==> src/hw/rtl/wgm_pkg.sv <==
// Shared types, constants and microcode for the wildcard glob matcher.
// No dependencies; imported by wildcard_glob_matcher_top.
`default_nettype none
package wgm_pkg;

    localparam int PAT_DEPTH = 64;
    localparam int SUB_DEPTH = 256;
    localparam int PAT_AW    = (PAT_DEPTH > 1) ? $clog2(PAT_DEPTH) : 1;
    localparam int SUB_AW    = (SUB_DEPTH > 1) ? $clog2(SUB_DEPTH) : 1;
    localparam int PAT_LW    = $clog2(PAT_DEPTH + 1);
    localparam int SUB_LW    = $clog2(SUB_DEPTH + 1);
    localparam int CP_W      = SUB_LW + 1;

    localparam logic [7:0] STAR_CODE = 8'h2A;
    localparam logic [7:0] ANY_CODE  = 8'h3F;

    localparam int         CFG_AW           = 3;
    localparam logic [0:0] REG_IGNORE_CASE  = 1'b0;

    typedef enum logic [1:0] {
        T_ALWAYS,
        T_SUB_END,
        T_PAT_END,
        T_PAT_STAR
    } t_test;

    typedef enum logic [2:0] {
        A_NOP,
        A_GLOB,
        A_W_INC,
        A_HIT,
        A_MISS
    } t_act;

    typedef enum logic [1:0] {
        U_LOOP_TEST,
        U_LOOP_EVAL,
        U_TRAIL_TEST,
        U_TRAIL_EVAL
    } t_upc;

    typedef struct packed {
        t_test test;
        t_act  act_t;
        t_act  act_f;
        t_upc  jump;
    } t_uword;

    // Each step: on a true test run act_t and jump, else run act_f and fall through.
    function automatic t_uword ucode(input t_upc pc);
        t_uword w;
        unique case (pc)
            U_LOOP_TEST:  w = '{T_SUB_END,  A_NOP,   A_NOP,  U_TRAIL_TEST};
            U_LOOP_EVAL:  w = '{T_ALWAYS,   A_GLOB,  A_NOP,  U_LOOP_TEST};
            U_TRAIL_TEST: w = '{T_PAT_END,  A_HIT,   A_NOP,  U_LOOP_TEST};
            U_TRAIL_EVAL: w = '{T_PAT_STAR, A_W_INC, A_MISS, U_TRAIL_TEST};
            default:      w = '{T_ALWAYS,   A_MISS,  A_MISS, U_LOOP_TEST};
        endcase
        return w;
    endfunction

    function automatic logic [7:0] fold(input logic [7:0] c, input logic ic);
        if (ic && c >= 8'h61 && c <= 8'h7A) begin
            return c - 8'h20;
        end
        return c;
    endfunction

endpackage
`default_nettype wire

==> src/hw/rtl/wildcard_glob_matcher_top.sv <==
// Wildcard glob matcher: pattern/subject buffers and a microcoded match walk.
// Depends on wgm_pkg (types, depths, microcode table, case folding).
//
//  channel   | ports                                   | handshake
//  ----------+-----------------------------------------+---------------------------
//  input     | i_op, i_ch, i_last, i_empty_req         | start & !busy
//  result    | o_matched, o_overflow                   | o_done, one cycle, no stall
//  config    | psel, penable, pwrite, paddr, pwdata    | APB write, pready tied high
//
// Characters load one per cycle while busy is low. The final subject item starts the
// match walk: each step of the backtracking loop and each trailing star check is a
// test state and then an evaluate state, paced by the registered buffer reads.
// busy is high throughout the walk.
// An overflowed run answers in the cycle after its final item without a walk.
// Synchronous active-low reset clears lengths, status flags and the sequencer; the
// buffers, walk pointers and result flags are not cleared. The result receiver cannot stall.
`default_nettype none
module wildcard_glob_matcher_top
    import wgm_pkg::*;
(
    input  wire logic              i_clk,
    input  wire logic              i_rst_n,
    input  wire logic              start,
    output logic                   busy,
    input  wire logic              i_op,
    input  wire logic [7:0]        i_ch,
    input  wire logic              i_last,
    input  wire logic              i_empty_req,
    output logic                   o_done,
    output logic                   o_matched,
    output logic                   o_overflow,
    input  wire logic              psel,
    input  wire logic              penable,
    input  wire logic              pwrite,
    input  wire logic [CFG_AW-1:0] paddr,
    input  wire logic [31:0]       pwdata,
    output logic [31:0]            prdata,
    output logic                   pready
);

    logic [7:0] r_pat_mem [PAT_DEPTH];
    logic [7:0] r_sub_mem [SUB_DEPTH];
    logic [7:0] r_pd, r_sd;

    logic              r_ignore_case;
    logic [PAT_LW-1:0] r_pat_len, n_pat_len;
    logic              r_pat_ovf, n_pat_ovf;
    logic              r_pat_closed, n_pat_closed;
    logic [SUB_LW-1:0] r_sub_len, n_sub_len;
    logic              r_sub_ovf, n_sub_ovf;
    logic              r_busy, n_busy;
    t_upc              r_pc, n_pc;
    logic [PAT_LW-1:0] r_w, n_w, r_mp, n_mp;
    logic [SUB_LW-1:0] r_s, n_s;
    logic [CP_W-1:0]   r_cp, n_cp;
    logic              r_star, n_star;
    logic              r_done, n_done;
    logic              r_matched, n_matched;
    logic              r_overflow, n_overflow;

    logic              acc, pat_wr, sub_wr, pat_full, sub_full, tst, run_ovf;
    logic              w_lt, p_star, p_hit;
    logic [PAT_LW-1:0] eff_len, w_inc;
    t_uword            uw;
    t_act              act;

    assign acc      = start && !r_busy;
    assign eff_len  = r_pat_closed ? '0 : r_pat_len;
    assign pat_full = (eff_len >= PAT_LW'(PAT_DEPTH));
    assign sub_full = (r_sub_len >= SUB_LW'(SUB_DEPTH));
    assign pat_wr   = acc && !i_op && !i_empty_req && !pat_full;
    assign sub_wr   = acc && i_op && !i_empty_req && !sub_full;

    // Buffers: one write port from the loader, registered read at the walk pointers.
    always_ff @(posedge i_clk) begin
        if (pat_wr) begin
            r_pat_mem[eff_len[PAT_AW-1:0]] <= i_ch;
        end
        r_pd <= r_pat_mem[r_w[PAT_AW-1:0]];
    end

    always_ff @(posedge i_clk) begin
        if (sub_wr) begin
            r_sub_mem[r_sub_len[SUB_AW-1:0]] <= i_ch;
        end
        r_sd <= r_sub_mem[r_s[SUB_AW-1:0]];
    end

    assign w_lt   = (r_w < r_pat_len);
    assign w_inc  = r_w + 1'b1;
    assign p_star = w_lt && (r_pd == STAR_CODE);
    assign p_hit  = w_lt && ((r_pd == ANY_CODE) ||
                    (fold(r_pd, r_ignore_case) == fold(r_sd, r_ignore_case)));

    always_comb begin
        uw = ucode(r_pc);
        unique case (uw.test)
            T_ALWAYS:   tst = 1'b1;
            T_SUB_END:  tst = (r_s >= r_sub_len);
            T_PAT_END:  tst = (r_w >= r_pat_len);
            T_PAT_STAR: tst = (r_pd == STAR_CODE);
            default:    tst = 1'b1;
        endcase
        act = tst ? uw.act_t : uw.act_f;
    end

    always_comb begin
        n_pat_len    = r_pat_len;
        n_pat_ovf    = r_pat_ovf;
        n_pat_closed = r_pat_closed;
        n_sub_len    = r_sub_len;
        n_sub_ovf    = r_sub_ovf;
        n_busy       = r_busy;
        n_pc         = r_pc;
        n_w          = r_w;
        n_mp         = r_mp;
        n_s          = r_s;
        n_cp         = r_cp;
        n_star       = r_star;
        n_done       = 1'b0;
        n_matched    = r_matched;
        n_overflow   = r_overflow;
        run_ovf      = 1'b0;

        if (acc && !i_op) begin
            // A pattern item after a closed pattern starts a fresh one.
            n_pat_len    = eff_len + PAT_LW'(pat_wr);
            n_pat_ovf    = (r_pat_closed ? 1'b0 : r_pat_ovf) || (!i_empty_req && pat_full);
            n_pat_closed = i_last;
        end

        if (acc && i_op) begin
            n_pat_closed = 1'b1;
            n_sub_len    = r_sub_len + SUB_LW'(sub_wr);
            n_sub_ovf    = r_sub_ovf || (!i_empty_req && sub_full);
            if (i_last) begin
                run_ovf = n_sub_ovf || r_pat_ovf;
                if (run_ovf) begin
                    n_done     = 1'b1;
                    n_matched  = 1'b0;
                    n_overflow = 1'b1;
                    n_sub_len  = '0;
                    n_sub_ovf  = 1'b0;
                end else begin
                    n_busy = 1'b1;
                    n_pc   = U_LOOP_TEST;
                    n_w    = '0;
                    n_s    = '0;
                    n_mp   = '0;
                    n_cp   = '0;
                    n_star = 1'b0;
                end
            end
        end

        if (r_busy) begin
            n_pc = tst ? uw.jump : t_upc'(r_pc + 1'b1);
            unique case (act)
                A_NOP: begin
                end
                A_GLOB: begin
                    priority if (p_star) begin
                        if (w_inc >= r_pat_len) begin
                            n_busy    = 1'b0;
                            n_done    = 1'b1;
                            n_matched = 1'b1;
                        end else begin
                            n_w    = w_inc;
                            n_mp   = w_inc;
                            n_cp   = CP_W'(r_s) + 1'b1;
                            n_star = 1'b1;
                        end
                    end else if (p_hit) begin
                        n_w = w_inc;
                        n_s = r_s + 1'b1;
                    end else if (!r_star) begin
                        n_busy    = 1'b0;
                        n_done    = 1'b1;
                        n_matched = 1'b0;
                    end else begin
                        // Back to the last star, one subject character further on.
                        n_w  = r_mp;
                        n_s  = r_cp[SUB_LW-1:0];
                        n_cp = r_cp + 1'b1;
                    end
                end
                A_W_INC: n_w = w_inc;
                A_HIT: begin
                    n_busy    = 1'b0;
                    n_done    = 1'b1;
                    n_matched = 1'b1;
                end
                A_MISS: begin
                    n_busy    = 1'b0;
                    n_done    = 1'b1;
                    n_matched = 1'b0;
                end
                default: begin
                    n_busy    = 1'b0;
                    n_done    = 1'b1;
                    n_matched = 1'b0;
                end
            endcase
            if (n_done) begin
                n_overflow = 1'b0;
                n_sub_len  = '0;
                n_sub_ovf  = 1'b0;
            end
        end
    end

    always_ff @(posedge i_clk) begin
        if (!i_rst_n) begin
            r_pat_len    <= '0;
            r_pat_ovf    <= 1'b0;
            r_pat_closed <= 1'b0;
            r_sub_len    <= '0;
            r_sub_ovf    <= 1'b0;
            r_busy       <= 1'b0;
            r_pc         <= U_LOOP_TEST;
            r_done       <= 1'b0;
            r_star       <= 1'b0;
        end else begin
            r_pat_len    <= n_pat_len;
            r_pat_ovf    <= n_pat_ovf;
            r_pat_closed <= n_pat_closed;
            r_sub_len    <= n_sub_len;
            r_sub_ovf    <= n_sub_ovf;
            r_busy       <= n_busy;
            r_pc         <= n_pc;
            r_done       <= n_done;
            r_star       <= n_star;
        end
    end

    always_ff @(posedge i_clk) begin
        r_w        <= n_w;
        r_mp       <= n_mp;
        r_s        <= n_s;
        r_cp       <= n_cp;
        r_matched  <= n_matched;
        r_overflow <= n_overflow;
    end

    // Configuration: single register, decoded on the word address.
    always_ff @(posedge i_clk) begin
        if (!i_rst_n) begin
            r_ignore_case <= 1'b0;
        end else if (psel && penable && pwrite && pready &&
                     (paddr[CFG_AW-1:2] == REG_IGNORE_CASE)) begin
            r_ignore_case <= pwdata[0];
        end
    end

    assign prdata     = (paddr[CFG_AW-1:2] == REG_IGNORE_CASE) ? {31'b0, r_ignore_case} : '0;
    assign pready     = 1'b1;
    assign busy       = r_busy;
    assign o_done     = r_done;
    assign o_matched  = r_matched;
    assign o_overflow = r_overflow;

    a_excl: assert property (@(posedge i_clk) disable iff (!i_rst_n)
        o_done |-> !(o_matched && o_overflow))
        else $error("matched and overflow both set");

    a_done_idle: assert property (@(posedge i_clk) disable iff (!i_rst_n)
        o_done |-> !r_busy)
        else $error("result given while walk still running");

    a_ovf_fast: assert property (@(posedge i_clk) disable iff (!i_rst_n)
        (acc && i_op && i_last && run_ovf) |=> (o_done && o_overflow))
        else $error("overflowed run not answered at once");

    a_w_bound: assert property (@(posedge i_clk) disable iff (!i_rst_n)
        r_busy |-> (r_w <= r_pat_len && r_s <= r_sub_len))
        else $error("walk pointer beyond stored length");

endmodule
`default_nettype wire
==> config.mk <==
export PLATFORM = sky130hd
export DESIGN_NAME = wildcard_glob_matcher_top
export DESIGN_NICKNAME = d
export VERILOG_FILES = /design/src/hw/rtl/wgm_pkg.sv /design/src/hw/rtl/wildcard_glob_matcher_top.sv
export SDC_FILE = /design/constraint.sdc
export NUM_CORES = 2
export LEC_CHECK = 0
export BUFFER_PORTS_ARGS = -buffer_cell sky130_fd_sc_hd__buf_2
export CAP_MARGIN = 5
export CORE_MARGIN = 4
export CORE_UTILIZATION = 40
export CTS_BUF_LIST = sky130_fd_sc_hd__clkbuf_2 sky130_fd_sc_hd__clkbuf_4 sky130_fd_sc_hd__clkbuf_8
export CTS_CLUSTER_SIZE = 24
export DETAILED_ROUTE_END_ITERATION = 8
export PLACE_DENSITY_LB_ADDON = 0.12
export SYNTH_ARGS = -nofsm -noshare
export SYNTH_HDL_FRONTEND = slang
export SYNTH_SLANG_ARGS = --single-unit
export TNS_END_PERCENT = 50
==> constraint.sdc <==
create_clock -name i_clk -period 4.4 [get_ports i_clk]
set_clock_uncertainty 0.05 [all_clocks]
set_input_delay 0.22 -clock i_clk [delete_from_list [all_inputs] [get_ports i_clk]]
set_output_delay 0.22 -clock i_clk [all_outputs]
set_load 0.02 [all_outputs]
==> flow_summary_export.csv <==
group,metric,value,unit
status,outcome,"completed",
floorplan,dieArea,267000,um2
synthesis,synth-warning-count,0,
power_and_ir_drop,powerDensity,444,nW/um2
global_route,grt_util_all_layers,19.7,%
synthesis,postSynthCellCount,4646,
synthesis,synth_top_cell_by_area,"edfxtp_1",
cells_and_area,post_route_cells_drive_above_1_share,34.7,%
worst_setup_path,crit_path_top_delay_cell,"dlygate4sd3_1",
sta,maxClockFrequency,0.248,GHz
worst_setup_path,critical_path_required,5.35,ns
global_route,grt_pass1_vias,51129,
synthesis,synth_ff_type,"edfxtp_1",
floorplan,initial_utilization,40.2,%
worst_setup_path,worstSetupPathType,"reg2reg",
route,avgViaCountPerCell,5.48,
clocking,post-cts-setup-buffers,0,
power_and_ir_drop,power_leakage,36.5,nW
route,drt_iter0_drc,4391,
sta,finalSetupTns,0,ns
sta,timing_max_transition_violations_final,0,
worst_setup_path,setup.worst_path.end_class,"register",
placed_design,gp_routability_congestion,0.789,
worst_setup_path,timing.critical_path.slowest_cell_delay,0.56,ns
clocking,ctsLongestPathBuffers,4,
cells_and_area,fill_cells,21648,
sta,hold_viol,0,
worst_setup_path,cp_data_arrival_time,4.99,ns
clocking,cts_tree,"done",
power_and_ir_drop,power_switching,11.9,mW
floorplan,fp.coreArea,257000,um2
synthesis,synth_area_per_cell,22.2,um2
route,met1Wirelength,116,mm
power_and_ir_drop,sw_ratio,22.5,%
synthesis,synth-async-reset-ratio,0,%
route,wl,262,mm
synthesis,synthMostInstantiatedCell,"edfxtp_1",
cells_and_area,ff_latch_area,78400,um2
placed_design,port_buffers,23,
route,drt.antenna.violating_nets,0,
clocking,path_clk_slew,0.06,ns
route,dr.pass1.iters,8,
clocking,numCtsBuffers,444,
min_path,holdCritPathClass,"in2reg",
route,dr_total_vias,49138,
clocking,clockRootBuffer,"clkbuf_8",
floorplan,fp.dieW,516,um
synthesis,post_synth_most_frequent_cells,"edfxtp_1 (2560), mux4_2 (848), nor2_1 (383)",
power_and_ir_drop,clock_power_share,39.5,%
global_route,grt_antenna_before_repair,19,
worst_setup_path,cells_along_the_critical_path,"buf_4 -> nand3_1 -> xor2_1 -> inv_1 -> ha_1 -> a2111oi_0 -> a21o_1 -> or2_0 -> o311a_2 -> nand2_1 -> o211a_1 -> nor3_1 -> dlygate4sd3_1",
route,drcViolationCount,0,
clocking,clock_sinks,2635,
synthesis,postSynthRegisterBits,2635,
floorplan,die_height,516,um
sta,period_share,91.8,%
sta,max_slew_margin,28.8,%
synthesis,ys_types,69,
clocking,cts_htree_levels,5,
floorplan,fp-row-count,186,
floorplan,io_pins,89,
synthesis,yosysTopAreaCellShare,74.4,%
power_and_ir_drop,intPower,40.8,mW
synthesis,synth.cell_area,103000,um2
route,highest_layer,"met5",
worst_setup_path,critPathMaxFanout,25,
sta,rsz0062_at_grt,"no",
global_route,grt_max_degree,146,
sta,final_period_minus_worst_setup_slack,4.04,ns
synthesis,number_of_flops_mapped_to_enable_cells_by_yosys,2560,
worst_setup_path,critPathLaunchType,"register",
power_and_ir_drop,comb_power_share,8.1,%
route,met2_length,126,mm
cells_and_area,synthToLayoutAreaGrowth,14.7,%
cells_and_area,multi_input_comb_area,23700,um2
clocking,clock_latency,1.10,ns
sta,final_setup_violation_count,0,
sta,worst_slew_pin_slew,1.07,ns
synthesis,post_synth_main_area_contributors,"edfxtp_1 (74%), mux4_2 (18%), dfxtp_1 (1.5%)",
flow_run,drv.max_cap_violation_count,0,
synthesis,synth_seq_area_share,75.8,%
route,post_drt_wl_per_cell,29.2,um
power_and_ir_drop,p_seq_share,52.4,%
placed_design,post-dp-hpwl,157,mm
power_and_ir_drop,finalPower,52.7,mW
global_route,global_route_wire_length_before_repair,377,mm
route,wl_met3,14.7,mm
power_and_ir_drop,maximum_ir_drop_on_the_vdd_rail,0.000318,V
cells_and_area,design.final.nets,5328,
global_route,globalRouteOverflowTotal,0,
==> state kept, by name (all words and copies together) (netlist names) <==
register,count
r_s,9
r_pat_len,7
r_sub_mem,2048
r_sd,8
r_pat_ovf,1
r_pc,2
r_pat_closed,1
r_star,1
r_pd,8
o_overflow,1
o_matched,1
o_done,1
r_ignore_case,1
r_pat_mem,512
r_sub_len,9
r_w,7
r_mp,7
r_sub_ovf,1
r_cp,9
busy,1
==> path summary, 6_finish.rpt <==
path / startpoint / endpoint / slack, ns / cells after the start
worst min register to register: r_mp[2]$_DFF_P_ / r_mp[2]$_DFF_P_ / 0.42 / 2
worst max register to register: r_w[1]$_DFF_P_ / r_sub_ovf$_SDFF_PN0_ / 0.36 / 13
worst min-delay path: i_rst_n / o_done$_SDFF_PN0_ / 0.18 / 3
worst max-delay path: r_w[1]$_DFF_P_ / r_sub_ovf$_SDFF_PN0_ / 0.36 / 13
==> worst max-delay path: cells and delay by family, from the launching register on <==
family                     cells  cell delay [ns]
adders and majority gates      1             0.29
AOI/OAI and AO/OA              4             1.35
buffers and inverters          3             1.01
DFF                            1             0.34
xor gates and xnor gates       1             0.25
and+or+nand+nor                4             0.68
==> per-layer routing <==
metal	vias to the layer above	global-route usage [%]
li1	20731	-
met1	26576	28.4
met2	1427	31.3
met3	402	3.49
met4	2	4.79
met5	-	0
==> power by group through the flow <==
stage / registers, mW / clock network [mW] / logic [mW]
final: 27.6 / 20.8 / 4.27
after global routing: 27.6 / 22.6 / 4.56
after CTS: 27.6 / 21.4 / 4.40
after detailed placement: 28.1 / 0 / 4.38
after global placement: 28.1 / 0 / 4.34
after floorplan: 28.1 / 0 / 2.71
==> final cells by class <==
| cell class | instances | share of cell area, % |
|---|---|---|
| Multi-Input combinational cell | 1709 | 20.0 |
| Sequential cell | 2635 | 66.1 |
| Antenna cell | 5 | 0.0106 |
| Clock inverter | 182 | 0.867 |
| Inverter | 42 | 0.133 |
| Tap cell | 3384 | 3.57 |
| Clock buffer | 599 | 6.19 |
| Timing Repair Buffer | 407 | 3.13 |
==> metrics by stage <==
stage | util (%) | setup WS (ns) | cell area [um2] | instances | hold slack (ns)
2_1_floorplan | - | 0.368 | 103000 | 4676 | 0.269
3_5_place_dp | 42.8 | 0.608 | 110000 | 8153 | 0.396
5_1_grt | 46.2 | 0.0694 | 119000 | 8963 | 0.114
4_1_cts | 46.1 | 0.220 | 119000 | 8958 | 0.0798
6_report | 46.2 | 0.361 | 119000 | 8963 | 0.176
3_3_place_gp | 42.8 | 0.688 | 110000 | 8153 | 0.396
==> timing repair <==
| action | 4_1_cts | 5_1_grt |
|---|---|---|
| setup endpoints to repair | 0 | 1 |
| endpoints found under the hold margin | 1538 | 0 |
| hold buffers | 24 | 0 |
| resized for setup | 0 | 3 |
==> placed cells by master (no fill, tap or decap), types with 6 or more instances in the layout <==
cell,synthesis,routed
a211o_1,7,7
a211oi_1,8,8
a21o_1,11,11
a21oi_1,30,30
a22o_1,7,7
and2_1,10,10
and3_1,6,6
buf_12,0,46
buf_2,30,15
buf_4,43,313
buf_8,0,8
bufinv_16,0,8
clkbuf_4,0,145
clkbuf_8,0,454
clkinv_1,0,115
clkinv_2,0,46
conb_1,2,32
dfxtp_1,75,65
dfxtp_4,0,7
dlygate4sd3_1,0,24
edfxtp_1,2560,2560
ha_1,37,37
inv_1,42,42
inv_6,0,6
mux2i_1,14,14
mux4_2,848,848
nand2_1,80,68
nand2_2,1,13
nand3_1,47,43
nand4_1,11,11
nor2_1,383,383
nor2b_1,11,11
nor3_1,30,30
o211ai_1,8,8
o21ai_0,28,28
xnor2_1,17,17
xor2_1,12,12
==> logic make-up (layout without fill, tap and decap cells) <==
family                   count (synthesis)  in the layout  synth area share, %
multiplexers                           863            863                 18.6
adder cells (fa/ha/maj)                 37             37                0.448
other                                    2             37              0.00727
flip-flops                            2635           2635                 75.8
AND/OR/NAND/NOR                        605            605                 2.47
AO/OA/AOI/OAI                          143            143                0.967
buffers and inverters                  332           1230                 1.41
XOR/XNOR                                29             29                0.246
(Power assumes the default switching activity.)
